==> src/sv/bsmt_pkg.sv <==
// shared types and constants of the backing store map table
package bsmt_pkg;

    localparam int NUM_STORES = 16;
    localparam int NUM_PROCS  = 64;
    localparam int MAX_PAGES  = 128;

    localparam logic [1:0] ACT_GET_FREE = 2'd0;
    localparam logic [1:0] ACT_FREE     = 2'd1;
    localparam logic [1:0] ACT_LOOKUP   = 2'd2;
    localparam logic [1:0] ACT_MAP      = 2'd3;

    typedef struct packed {
        logic [1:0]  action;
        logic [5:0]  pid;
        logic [19:0] page;
        logic [3:0]  sid;
        logic [19:0] base;
        logic [7:0]  npg;
        logic        wr;
    } cmd_t;

    typedef struct packed {
        logic       valid;
        logic       hit;
        logic [3:0] store;
        logic [6:0] offset;
    } link_t;

endpackage

==> src/sv/bsmt_cell.sv <==
// one store cell: flags, page count, per-process entries and search stage
module bsmt_cell #(
    parameter logic [3:0] IDX = 4'd0
) (
    input  logic           aclk,
    input  logic           aresetn,
    input  bsmt_pkg::cmd_t  cmd,
    input  bsmt_pkg::link_t link_in,
    output bsmt_pkg::link_t link_out
);

    logic                            in_use_reg;
    logic [7:0]                      pages_reg;
    logic [bsmt_pkg::NUM_PROCS-1:0]  valid_reg;
    logic [19:0]                     mem [0:bsmt_pkg::NUM_PROCS-1];
    logic [19:0]                     rd_reg;
    bsmt_pkg::link_t                 link_reg;
    bsmt_pkg::link_t                 link_next;

    logic        sel;
    logic        mine;
    logic [20:0] hi;
    logic [19:0] diff;

    assign sel  = (cmd.sid == IDX);
    assign hi   = {1'b0, rd_reg} + {13'd0, pages_reg};
    assign diff = cmd.page - rd_reg;

    always_comb begin
        mine = 1'b0;
        case (cmd.action)
            bsmt_pkg::ACT_GET_FREE: mine = !in_use_reg;
            bsmt_pkg::ACT_LOOKUP: begin
                mine = valid_reg[cmd.pid] && (cmd.page >= rd_reg)
                       && ({1'b0, cmd.page} < hi);
            end
            default: mine = 1'b0;
        endcase
        link_next = link_in;
        if (link_in.valid && !link_in.hit && mine) begin
            link_next.hit   = 1'b1;
            link_next.store = IDX;
            link_next.offset = (cmd.action == bsmt_pkg::ACT_LOOKUP) ? diff[6:0] : 7'd0;
        end
    end

    always_ff @(posedge aclk) begin
        if (cmd.wr && sel && cmd.action == bsmt_pkg::ACT_MAP) begin
            mem[cmd.pid] <= cmd.base;
        end
        rd_reg <= mem[cmd.pid];
    end

    always_ff @(posedge aclk) begin
        if (!aresetn) begin
            in_use_reg <= 1'b0;
            pages_reg  <= 8'd0;
            valid_reg  <= '0;
            link_reg   <= '0;
        end else begin
            link_reg <= link_next;
            if (cmd.wr && sel) begin
                if (cmd.action == bsmt_pkg::ACT_MAP) begin
                    in_use_reg          <= 1'b1;
                    pages_reg           <= cmd.npg;
                    valid_reg[cmd.pid]  <= 1'b1;
                end else begin
                    in_use_reg <= 1'b0;
                    pages_reg  <= 8'd0;
                    valid_reg  <= '0;
                end
            end
        end
    end

    assign link_out = link_reg;

endmodule

==> config.mk <==
export PLATFORM = sky130hd
export DESIGN_NAME = bsmt_cell
export DESIGN_NICKNAME = d
export VERILOG_FILES = /design/src/sv/bsmt_pkg.sv /design/src/sv/bsmt_cell.sv
export SDC_FILE = /design/constraint.sdc
export NUM_CORES = 1
export LEC_CHECK = 0
export ABC_AREA = 1
export BUFFER_PORTS_ARGS = -buffer_cell sky130_fd_sc_hd__clkbuf_2
export CAP_MARGIN = 20
export CORE_ASPECT_RATIO = 0.5
export CORE_MARGIN = 2
export CORE_UTILIZATION = 30
export CTS_CLUSTER_DIAMETER = 80
export CTS_CLUSTER_SIZE = 30
export DETAILED_ROUTE_END_ITERATION = 12
export GPL_ROUTABILITY_DRIVEN = 0
export PLACE_DENSITY = 0.42
export SLEW_MARGIN = 10
export SYNTH_ARGS = -nofsm -noshare
export SYNTH_HDL_FRONTEND = slang
export SYNTH_SLANG_ARGS = --single-unit
==> constraint.sdc <==
create_clock -name aclk -period 8.5 [get_ports aclk]
set_input_delay 1.7 -clock aclk [delete_from_list [all_inputs] [get_ports aclk]]
set_output_delay 1.7 -clock aclk [all_outputs]
set_load 0.005 [all_outputs]
; ---- Yosys cells after proc, flatten, opt, wreduce, memory -nomap -nowiden
; Memories as Yosys holds them, arrays and structs flattened. A register that Yosys moved wholly into a read port is not among the register bits.
; Index checks and enable logic that the tools add are counted.
[totals]
mem_bits_rw = 1280
latch_bits = 0
ff_bits = 86
rom_bits = 0
n_memories = 1
word_cells = 42
input_bits = 76
out_inout_bits = 13
[mem_list]
columns = memory, words, word_bits, rd, rd_ports_with_merged_regs, write_ports, line_no
row1 = mem, 64, 20, 1, 1, 1, bsmt_cell.sv:15  ; logic [19:0] mem [0:bsmt_pkg::NUM_PROCS-1];
[classes]
eq_ne = 2
mul = 0
shifts = 0
muxes = 12
n_div = 0
order_cmp = 4
n_reduce_logical = 12
n_addsub = 2
n_bitwise = 2
[op_table]
columns = cell, count
row1 = two-way mux 64 bit, 1
row2 = bitwise OR 64 bit, 1
row3 = adder 20 x 8 -> 21 bit, 1
row4 = < comparator 20 x 21 -> 1 bit, 1
row5 = >= comparator 20 bit, 1
row6 = two-way mux 12 bit, 1
row7 = two-way mux 8 bit, 1
row8 = logical AND 1 bit, 7
row9 = < comparator 6 x 7 -> 1 bit (second input constant), 1
row10 = two-way mux 7 bit, 1
row11 = subtractor 7 bit, 1
row12 = binary-select mux 1 bit (select 6 bit), 1
row13 = demux 1 bit (select 6 bit), 1
row14 = >= comparator 6 x 1 -> 1 bit (second input constant), 1
row15 = two-way mux 1 bit, 5
row16 = == test 2 bit (second input constant), 2
row17 = logical NOT 4 bit, 1
row18 = logical NOT 1 bit, 2
row19 = logical NOT 2 bit, 1
row20 = case mux 1 bit (2 select lines), 1
row21 = OR reduction 2 bit, 1
row22 = NOT 1 bit, 1

; ---- Depth between registers and ports, before layout
[logic_depth]
depth_word = 7
ltp_mapped = 22
depth_no_buf = 22

; ---- Worst setup path after synthesis
; OpenSTA, ideal clock, no wires.
[synth_timing]
kind = input to register
startpoint = input port cmd[32] (netlist name)
endpoint = memory mem[5][0] (enable)
arrival_ns = 3.601
setup_ns = 0.398
t_required_ns = 8.102
n_path_buf = 1
path_slack_ns = 4.501
path_stages = 10
cell_sequence = nor2_1 > nand2_1 > nor3_1 > inv_2 > nor2_1 > buf_2 > inv_1 > nor2_1 > inv_1 > nor2_1
[synth_via]
elab_chain_cells = 5
[synth_lines]
columns = item, line_no
row1 = "start, declared", bsmt_cell.sv:7  ; input bsmt_pkg::cmd_t cmd,
row2 = logical NOT 4 bit, bsmt_cell.sv:25  ; assign sel = (cmd.sid == IDX);
row3 = logical AND 1 bit (2 in a row), bsmt_cell.sv:48  ; if (cmd.wr && sel && cmd.action == bsmt_pkg::ACT_MAP) begin
row4 = two-way mux 1 bit, bsmt_cell.sv:48
row5 = two-way mux 1 bit (not written as such), bsmt_cell.sv:49  ; mem[cmd.pid] <= cmd.base;
row6 = "end, declared", bsmt_cell.sv:15
; No other way between the ends.

; ---- Worst setup path after layout
[layout_timing]
startpoint = register rd_reg[0], read port of mem
endpoint = register link_reg, in the netlist link_out[10]
[layout_via]
elab_chain_cells = 6
word_cells_on_any_way = 8
classes_between = add/sub (1) / order compare (2) / mux (1) / reduce/logical (4)
[layout_lines]
columns = item, line_no
row1 = "start, declared", bsmt_cell.sv:16  ; logic [19:0] rd_reg;
row2 = adder 20 x 8 -> 21 bit or >= comparator 20 bit (tied branches), "bsmt_cell.sv:26, bsmt_cell.sv:34"
row3 = < comparator 20 x 21 -> 1 bit or logical AND 1 bit (tied branches), "bsmt_cell.sv:35, bsmt_cell.sv:34"
row4 = logical AND 1 bit (*), bsmt_cell.sv:35  ; && ({1'b0, cmd.page} < hi);
row5 = case mux 1 bit (2 select lines) (*), bsmt_cell.sv:31  ; case (cmd.action)
row6 = logical AND 1 bit (*), bsmt_cell.sv:40  ; if (link_in.valid && !link_in.hit && mine) begin
row7 = OR reduction 2 bit (no line) (*), n/a
row8 = "end signal, assigned", bsmt_cell.sv:61  ; link_reg <= link_next;
row9 = "end, declared", bsmt_cell.sv:17  ; bsmt_pkg::link_t link_reg;
; Every way passes the cells marked *; elsewhere a longest branch is shown, timed or not.
; A chain may end at the register's enable or synchronous reset.

==> results.md <==
- Max cap viols: 0
- Drt first pass iters: 5
- Fin nets: 3956
- CTS tree: yes
- Max FFs per register: 1280
- Post-CTS Setup Bufs: 0
- Post-synth EDFFs: 1280
- Die area: 180400 µm²
- Unrepaired setup endpoints after global routing: false
- Skew final: 0.04753 ns
- Power Dens Cells: 201.5 nW/µm²
- Later-pin clock latency in the skew report: 0.73 ns
- Post-DP HPWL: 106200 µm
- Final WL: 180600 µm
- Clk root buf: clkbuf_16
- Dpl cell area: 56850 µm²
- Post-route cell area: 58590 µm²
- Initial antenna violation count: 21
- Crit path kind: reg -> reg
- Vias in the first global route: 30290
- TritonCTS Buffers: 54
- Yosys top cell area share: 72.46%
- H-tree depth reported by CTS: 2
- CTS Hold Bufs: 0
- Die Height: 301.3 µm
- Post-synth ARST share: 0%
- Distinct cells, synth: 56
- Worst EP arrival: 5.80 ns
- Register area share after synthesis: 76.46%
- Port Buffers: 88
- Fin Setup TNS: 0 ns
- Worst-Margin Slew: 1.134 ns
- Tmin final: 5.199 ns
- Most area-consuming cells after synthesis: edfxtp_1 72%, nand2_1 6.6%, dfxtp_1 4.0%
- Remaining DRCs: 0
- Crit-path max FO: 13
- Area grow syn2layout: 10.45%
- Slew headroom: 24.29%
- CORE AREA: 176200 µm²
- I/O Pins: 89
- Crit path capture type: flop
- Cells after Synth: 3732
- Hold Crit Class: reg -> reg
- Synth area leader: edfxtp_1
- First-pass GRT wire length: 248900 µm
- GRT overflow: 0
- Post-DR vias/cell: 5.073
- Status: complete, no violations
- Pleak: 19.04 nW
- Fmax: 192.3 MHz
- Syn Nets: 3857
- Worst IR Drop VDD: 151.3 µV
- P_sw: 0.002808 W
- Sw Share: 23.78%
- Filler cell count: 17300
- Final hold violation count: 0
- Overall Global Routing Usage: 19.70%
- Width of the die: 598.7 µm
- Mapped cell area: 53050 µm²
- Final core utilization: 33.25%
- Tcrit/Tclk final: 61.17%
- Combinational share of power: 6.6%
- Starting Density: 30.10%
- Synth Flop Type: edfxtp_1
- Site Rows: 109
- Post-CTS sizing: 0
- Iter 0 DRT Violations: 3604
- Clock share of power: 29.8%
- Worst EP required: 9.10 ns
- Final ANT Viol Nets: 0
- Reg clk slew, reported paths: 0.12 ns
- Critical path startpoint category: flop
- Synth warn: 0
- Vias: 31790
- Routed len/inst: 28.82 µm
- CTS sink cnt: 1386
- Clock Tree Buf Depth: 3
- Layout cells sized above 1: 11.27%
- Yosys reg bits: 1386
- Max-slew violations: 0
- Internal: 0.008998 W
- Final setup viols: 0
- Syn Area/Cell: 14.21 µm²
- Seq pwr share: 63.6%
- R2r setup slk: 3.30 ns
- Largest net degree at the start of global routing: 101
## routing by layer
layer / global-route usage [%] / wire (µm) / share of wire, % / up-vias
li1: - / - / - / 14000
met4: 3.948 / 3515 / 1.9 / 10
met2: 29.57 / 78280 / 43 / 977
met1: 29.41 / 85620 / 47 / 16660
met3: 3.961 / 13060 / 7.2 / 143
met5: 0.3137 / 136 / 0.075 / -
## cells in the final DEF (no fill, tap or decap), types with 52 or more instances in the layout
cell type	n
a22oi_1	167
inv_1	170
nor2_2	58
buf_4	121
dfxtp_1	106
edfxtp_1	1280
nand2_1	933
clkbuf_16	56
clkbuf_2	88
a22o_1	52
a221oi_1	142
a21oi_1	76
nand3_1	70
nor2_1	91
nand4_1	153
## worst paths after layout
path                                    from                         end  cells past startpoint
setup / recovery           rd_reg[0]$_DFF_P_     link_out[10]$_SDFF_PP0_                     21
hold / removal    valid_reg[58]$_SDFFE_PN0P_  valid_reg[58]$_SDFFE_PN0P_                      2
setup reg to reg           rd_reg[0]$_DFF_P_     link_out[10]$_SDFF_PP0_                     21
hold reg to reg   valid_reg[58]$_SDFFE_PN0P_  valid_reg[58]$_SDFFE_PN0P_                      2
## synthesized netlist by cell type (3+ instances only)
| cell | number |
|---|---|
| edfxtp_1 | 1280 |
| nand2_1 | 933 |
| inv_1 | 170 |
| a22oi_1 | 167 |
| nor2_1 | 156 |
| nand4_1 | 153 |
| a221oi_1 | 142 |
| dfxtp_1 | 106 |
| buf_2 | 105 |
| a21oi_1 | 76 |
| nand3_1 | 70 |
| a22o_1 | 52 |
| ha_1 | 47 |
| o21ai_0 | 44 |
| o21ba_2 | 44 |
| clkbuf_1 | 38 |
| xor2_1 | 18 |
| buf_4 | 14 |
| inv_2 | 10 |
| nor3_1 | 10 |
| o2bb2ai_1 | 10 |
| a211oi_1 | 9 |
| buf_6 | 9 |
| nand2_2 | 6 |
| buf_1 | 5 |
| a21o_1 | 4 |
| a31oi_1 | 4 |
| a31o_2 | 3 |
| and3_1 | 3 |
| nor2_4 | 3 |
| o21ba_1 | 3 |
| or2_2 | 3 |
## stage by stage
stage               hold slack, ns  instances  total power (W)  setup WS, ns
finish                      0.4673       6266          0.01181         3.301
global route                0.4931       6264          0.01216         2.692
CTS                         0.4667       6263          0.01189         3.255
detailed placement          0.4490       6161         0.008445         2.859
global placement            0.4454       6161         0.008440         2.617
floorplan                   0.4354       3732         0.007997         4.501
## cells by family after synthesis
family | share of synthesized area, %
simple gates | 10.70
buf+inv | 3.083
fa+ha+maj | 1.184
xor+xnor | 0.3137
flops | 76.46
compound gates | 8.260
## critical path, stage by stage (launching register included)
cell      delay [ns]
dfxtp_1         0.54
ha_1            0.25
inv_1           0.06
fa_1            0.39
o21ai_0         0.54
inv_1           0.09
o21bai_1        0.31
nand2_1         0.12
nor2_1          0.18
nand2_1         0.10
xor2_1          0.15
ha_1            0.32
nand3_1         0.09
nand2_1         0.05
nand3_1         0.26
nand3_1         0.12
nor2_1          0.54
nand4_1         0.36
nand2_2         0.31
nand2_2         0.12
nand2_1         0.14
nor2_1          0.06
## power by group through the flow
stage | Clock, W | Combinational [W] | Sequential [W]
global route | 0.00380 | 0.000853 | 0.00750
detailed placement | 0 | 0.000789 | 0.00766
finish | 0.00352 | 0.000782 | 0.00750
global placement | 0 | 0.000784 | 0.00766
floorplan | 0 | 0.000380 | 0.00762
CTS | 0.00360 | 0.000792 | 0.00750
## layout make-up
class / count / area [µm²] / area share [%]
Antenna cell: 3 / 7.507 / 0.01281
Clock buffer: 92 / 1577 / 2.691
Clock inverter: 10 / 151.4 / 0.2584
Inverter: 185 / 724.4 / 1.236
Multi-Input combinational cell: 1988 / 11100 / 18.94
Sequential cell: 1386 / 40560 / 69.23
Tap cell: 2386 / 2985 / 5.095
Timing Repair Buffer: 216 / 1489 / 2.541
(Power assumes the default switching activity.)
